[config.mk]
export PLATFORM = sky130hd
export DESIGN_NAME = qtc_mult
export DESIGN_NICKNAME = d
export VERILOG_FILES = /design/src/qtc_pkg.sv /design/src/qtc_mult.sv
export SDC_FILE = /design/constraint.sdc
export NUM_CORES = 2
export LEC_CHECK = 0
export ABC_AREA = 1
export BUFFER_PORTS_ARGS = -buffer_cell sky130_fd_sc_hd__buf_2
export CAP_MARGIN = 0
export CORE_MARGIN = 2
export CORE_UTILIZATION = 63
export DETAILED_ROUTE_END_ITERATION = 8
export PLACE_DENSITY_LB_ADDON = 0.1
export SLEW_MARGIN = 20
export SYNTH_ARGS = -nofsm -noshare
export SYNTH_HDL_FRONTEND = slang
export SYNTH_SLANG_ARGS = --single-unit
[constraint.sdc]
create_clock -name clk -period 10.1 [get_ports clk]
set_clock_uncertainty 0.05 [all_clocks]
set_input_delay 0.505 -clock clk [delete_from_list [all_inputs] [get_ports clk]]
set_output_delay 0.505 -clock clk [all_outputs]
set_load 0.02 [all_outputs]
[src/qtc_pkg.sv]
`default_nettype none
package qtc_pkg;

	localparam int IN_FRAC_BITS_DEF  = 16;
	localparam int OUT_FRAC_BITS_DEF = 32;
	localparam int TW = 24;
	localparam int QB = 65;

	typedef enum logic [1:0] {
		ST_OK       = 2'd0,
		ST_SINGULAR = 2'd1,
		ST_SAT      = 2'd2
	} status_t;

	typedef struct packed {
		logic signed [31:0] start_pos;
		logic signed [31:0] start_vel;
		logic signed [31:0] start_acc;
		logic signed [31:0] end_pos;
		logic signed [31:0] end_vel;
		logic signed [31:0] end_acc;
		logic [TW-1:0]      duration;
	} in_word_t;

	typedef struct packed {
		logic signed [63:0] coef0;
		logic signed [63:0] coef1;
		logic signed [63:0] coef2;
		logic signed [63:0] coef3;
		logic signed [63:0] coef4;
		logic signed [63:0] coef5;
		status_t            status;
	} out_word_t;

	function automatic int imax(int a, int b);
		return (a > b) ? a : b;
	endfunction

	// x * 2^k, rounded to nearest with ties away from zero when k is negative
	function automatic logic signed [63:0] scale_fix(logic signed [31:0] x, int k);
		logic [63:0] mag;
		logic [63:0] r;
		mag = x[31] ? 64'(-64'(x)) : 64'(x);
		if (k >= 0) begin
			r = mag << k;
		end else begin
			r = (mag + (64'd1 << (-k - 1))) >> (-k);
		end
		return x[31] ? $signed(64'd0 - r) : $signed(r);
	endfunction

endpackage
`default_nettype wire

[src/qtc_mult.sv]
`default_nettype none
module qtc_mult import qtc_pkg::*; #(
	parameter int AW = 32
) (
	input  logic                    clk,
	input  logic                    en,
	input  logic signed [AW-1:0]    a,
	input  logic [TW-1:0]           t,
	output logic signed [AW+TW-1:0] p
);

	localparam int K   = (AW + TW - 1) / TW;
	localparam int EW  = K * TW;
	localparam int PPW = 2 * TW + 2;
	localparam int PW  = AW + TW;

	logic signed [EW-1:0]  ae;
	logic signed [PPW-1:0] pp_s1 [K];
	logic signed [PW-1:0]  sum;
	logic signed [PW-1:0]  p_s2;

	assign ae = EW'(a);

	// partial products, one chunk of a each
	always_ff @(posedge clk) begin
		if (en) begin
			for (int k = 0; k < K; k++) begin
				if (k == K - 1) begin
					pp_s1[k] <= $signed({ae[k*TW+TW-1], ae[k*TW +: TW]}) * $signed({1'b0, t});
				end else begin
					pp_s1[k] <= $signed({1'b0, ae[k*TW +: TW]}) * $signed({1'b0, t});
				end
			end
		end
	end

	always_comb begin
		sum = '0;
		for (int k = 0; k < K; k++) begin
			sum = sum + (PW'(pp_s1[k]) <<< (k * TW));
		end
	end

	always_ff @(posedge clk) begin
		if (en) begin
			p_s2 <= sum;
		end
	end

	assign p = p_s2;

endmodule
`default_nettype wire

# Word level (Yosys, flattened, before mapping)
# Memory sizes are Yosys's and may differ from the RTL's.
# Index checks and enable logic that the tools add are counted.
[word_totals]
n_memories = 1
input_bits = 58
word_cells = 7
mem_bits_ro = 0
register_bits = 56
latch_bits = 0
ram_bits = 100
[memory_table]
columns = ["memory", "depth", "width", "rd", "rd_clocked_by_memory_dff", "write_ports", "line_no", "source"]
rows = [
  ["pp_s1", 2, 50, 2, 0, 2, "qtc_mult.sv:18", "logic signed [PPW-1:0] pp_s1 [K];"],
]
[classes]
eq_ne = 0
order_cmp = 0
n_reduce_logical = 0
muxes = 2
bitwise_logic = 0
shift = 0
mul = 2
div = 0
n_addsub = 1
[ops]
columns = ["operator", "count"]
rows = [
  ["adder 50 x 56 -> 56 bit", 1],
  ["multiplier 24 x 24 -> 48 bit", 1],
  ["multiplier 8 x 25 -> 33 bit", 1],
  ["2-to-1 mux 1 bit", 2],
]

# Longest topological paths before layout
[depth]
word_depth = 2
depth_mapped = 29
mapped_depth_nobuf = 28

# Worst setup path before layout
# OpenSTA, ideal clock, no wires.
[synth_path]
path_type = "in2reg"
start = "input t[3]"
end = "memory pp_s1[0][40] (netlist name), data pin"
slack_ns = 4.084
arrival_ns = 5.713
setup_ns = 0.252
n_path_buf = 1
stages = 26
required_ns = 9.798
cell_sequence = "clkbuf_1 nand2_1 fa_1 inv_1 fa_1 inv_1 fa_1 inv_1 fa_1 inv_1 fa_1 inv_1 fa_1 inv_1 fa_1 inv_1 ha_1 nand2_2 nor2_2 inv_1 nor2_2 nand3b_1 nand3_2 nand2_1 nand3_1 nand2_1"
[synth_lines]
columns = ["item", "line_no", "source"]
rows = [
  ["start, declared", "qtc_mult.sv:8", "input logic [TW-1:0] t,"],
  ["end, declared", "qtc_mult.sv:18", ""],
]

==> impl_metrics.py <==
metrics = {
    "sta": {
        "grt_setup_unrepaired": "no",
        "setup_tns_ns": 0,
        "finalCritPeriodShare_pct": 64.29,
        "fmax_ghz": 0.1540,
        "worst_pin_slew_ns": 0.9632,
        "hold_viol": 0,
        "relSlewSlack_pct": 35.78,
        "holdWs_ns": 0.3663,
        "setup_slack_ns": 3.606,
        "slew_violations": 0,
        "setup_violations": 0,
        "min_period_ns": 6.494,
    },
    "grt": {
        "grt_pass1_wl_mm": 139.6,
        "grt_start_max_net_pins": 77,
        "grt_pass1_vias": 26994,
        "overflow": 0,
        "antenna_found_initial": 2,
        "track_usage_pct": 32.84,
    },
    "setup_path": {
        "crit_type": "in -> reg",
        "worst_setup_path_start_kind": "primary input",
        "end_kind": "flop",
        "worst_ep_arrival_time_ns": 6.65,
        "worstReg2RegEnd": "p[54]$_DFFE_PP_",
        "reg2regPathDepth": 12,
        "r2r_start": "pp_s1[0][24]$_DFFE_PP_",
        "required_ns": 10.26,
        "path_max_fanout": 32,
        "reg2reg_slack_ns": 7.68,
    },
    "place": {
        "globalplace.congestion": 0.9616,
        "portBuffers": 113,
        "placed_cell_area_um2": 34300,
        "dp_slack_ns": 3.214,
        "hpwlAfterDp_mm": 67.28,
    },
    "logic_synthesis": {
        "synth_xor_area_share_pct": 1.576,
        "synthTopCellsByArea": "fa_1, inv_1, nand2_1",
        "synth_top_family_by_area": "adder cells",
        "synth_area_um2": 33340,
        "synth_compound_area_share_pct": 2.398,
        "postSynthCellCount": 4360,
        "synth_top_area_share_pct": 36.99,
        "seq_area_frac_synth_pct": 12.25,
        "yosys_register_bits": 136,
        "ys_types": 34,
        "synthesis.nets": 5304,
        "yosysMostFrequentCell": "inv_1",
        "avgSynthCellArea_um2": 7.646,
        "synthMuxAreaShare_pct": 0,
        "synth_edf_count": 136,
        "yosys.area_share.adder_pct": 47.13,
        "yosys.area_share.simple_pct": 19.67,
        "yosysTopAreaCell": "fa_1",
        "yosys_most_used_dff": "edfxtp_1",
        "ys_top_cells_by_count": "inv_1, nand2_1, fa_1",
        "async_flop_share_pct": 0,
        "yosysWarnings": 0,
    },
    "hold_path": {
        "worstHoldPathType": "reg -> reg",
        "holdPathEnd": "p[23]$_DFFE_PP_",
        "hp-start": "pp_s1[0][23]$_DFFE_PP_",
        "hold_path_depth": 0,
    },
    "routing": {
        "drc": 0,
        "drt_first_pass_iters": 5,
        "antenna_left": 0,
        "wire_per_inst_um": 16.60,
        "routed_wl_mm": 84.04,
        "via_per_inst": 5.157,
        "drtIter0Drc": 1910,
        "route.vias.total": 26112,
    },
    "finish": {
        "multi_input_area_um2": 23590,
        "area_delta_synth_final_pct": 4.624,
        "final_nets": 5305,
        "final_area_um2": 34880,
        "register_area_um2": 4084,
        "fillers": 4681,
        "layout-drive-gt1-share_pct": 5.396,
    },
    "clocking": {
        "clk_latency_ns": 0.45,
        "cts_buffers": 17,
        "hold_buffers": 0,
        "cts_tree": "built",
        "clockBufferDepth": 2,
        "post-cts-setup-buffer-count": 0,
        "cts_root_buf": "clkbuf_16",
        "htree_levels": 4,
        "path_clk_slew_ns": 0.05,
        "cts_resized": 0,
        "cts.sinks": 136,
    },
    "die": {
        "die_x_um": 234.0,
        "coreArea_um2": 52450,
        "start_util_pct": 63.56,
        "num_rows": 84,
        "die_area_um2": 54770,
        "die_y_um": 234.0,
        "num_io_pins": 114,
    },
    "job": {
        "cap_violations": 0,
    },
    "status": {
        "status": "finished, final reports clean",
    },
}
[cell usage in the layout (no fill, tap or decap), drive strengths merged]
cell type     n
nand2      1327
nor4          2
clkbuf       19
inv        1375
diode         1
or2          26
nand3b        2
nor3         18
clkinv        6
bufinv        2
xor2         47
nand2b        2
buf         118
clkinvlp      2
a21oi        92
and2          4
a31oi         4
a21o          2
o21ai        38
fa          616
o211ai        1
o21a          3
nand3        78
nand4        20
ha          270
xnor2        13
edfxtp      136
nor2        141
a21boi        3
o21bai        7
[layer usage]
layer	part of all wire [%]	vias up	GRT usage [%]
li1	-	12349	-
met1	44	12674	46.86
met2	47	943	53.25
met3	7.7	142	4.536
met4	2.1	4	8.366
met5	0.031	-	0
[critical path: stages]
cell and delay (ns):
buf_2 0.67, nand2_1 0.18, fa_1 0.54, fa_1 0.55, inv_1 0.05, fa_1 0.50
inv_1 0.05, fa_1 0.54, inv_1 0.05, fa_1 0.45, fa_1 0.51, inv_1 0.05
fa_1 0.47, inv_1 0.04, ha_1 0.38, nand2_1 0.14, inv_1 0.10, nand2_1 0.10
nor2_4 0.13, nand4_1 0.09, nand3_1 0.18, xor2_1 0.35
[state kept, by name, summed over array words and instances (netlist names)]
name and count:
pp_s1 80, p 56
[kinds of logic (layout without fill, tap and decap cells)]
group	Yosys count	after routing
DFF	136	136
adders and majority gates	886	886
and+or+nand+nor	1620	1620
other	0	1
AOI/OAI and AO/OA	150	150
xor gates and xnor gates	60	60
buffers and inverters	1508	1522
[worst max-delay path by stage]
stage	from	endpoint	cells after the start
6_report	t[9]	pp_s1[0][23]$_DFFE_PP_	22
5_1_grt	t[9]	pp_s1[0][23]$_DFFE_PP_	22
4_1_cts	t[9]	pp_s1[0][23]$_DFFE_PP_	22
3_5_place_dp	t[9]	pp_s1[0][23]$_DFFE_PP_	22
3_3_place_gp	t[9]	pp_s1[0][23]$_DFFE_PP_	22
2_1_floorplan	t[3]	pp_s1[0][40]$_DFFE_PP_	26
[area by class of cell]
| cell class | count | share of cell area, % |
|---|---|---|
| antenna | 1 | 0.007175 |
| clock buffer | 19 | 1.241 |
| clock inverter | 13 | 0.4197 |
| inverter | 1372 | 14.77 |
| multi-input combinational | 2716 | 67.64 |
| sequential | 136 | 11.71 |
| tap | 688 | 2.468 |
| timing repair buffer | 118 | 1.747 |
[through the flow]
stage | util, % | cells
6_report | 66.50 | 5063
5_1_grt | 66.50 | 5062
4_1_cts | 66.50 | 5062
3_5_place_dp | 65.39 | 5030
3_3_place_gp | 65.39 | 5030
2_1_floorplan | - | 4360
Power is left out: the tool's default activity adds up to more than one toggle a clock period on the data nets, which glitch-free logic cannot reach.
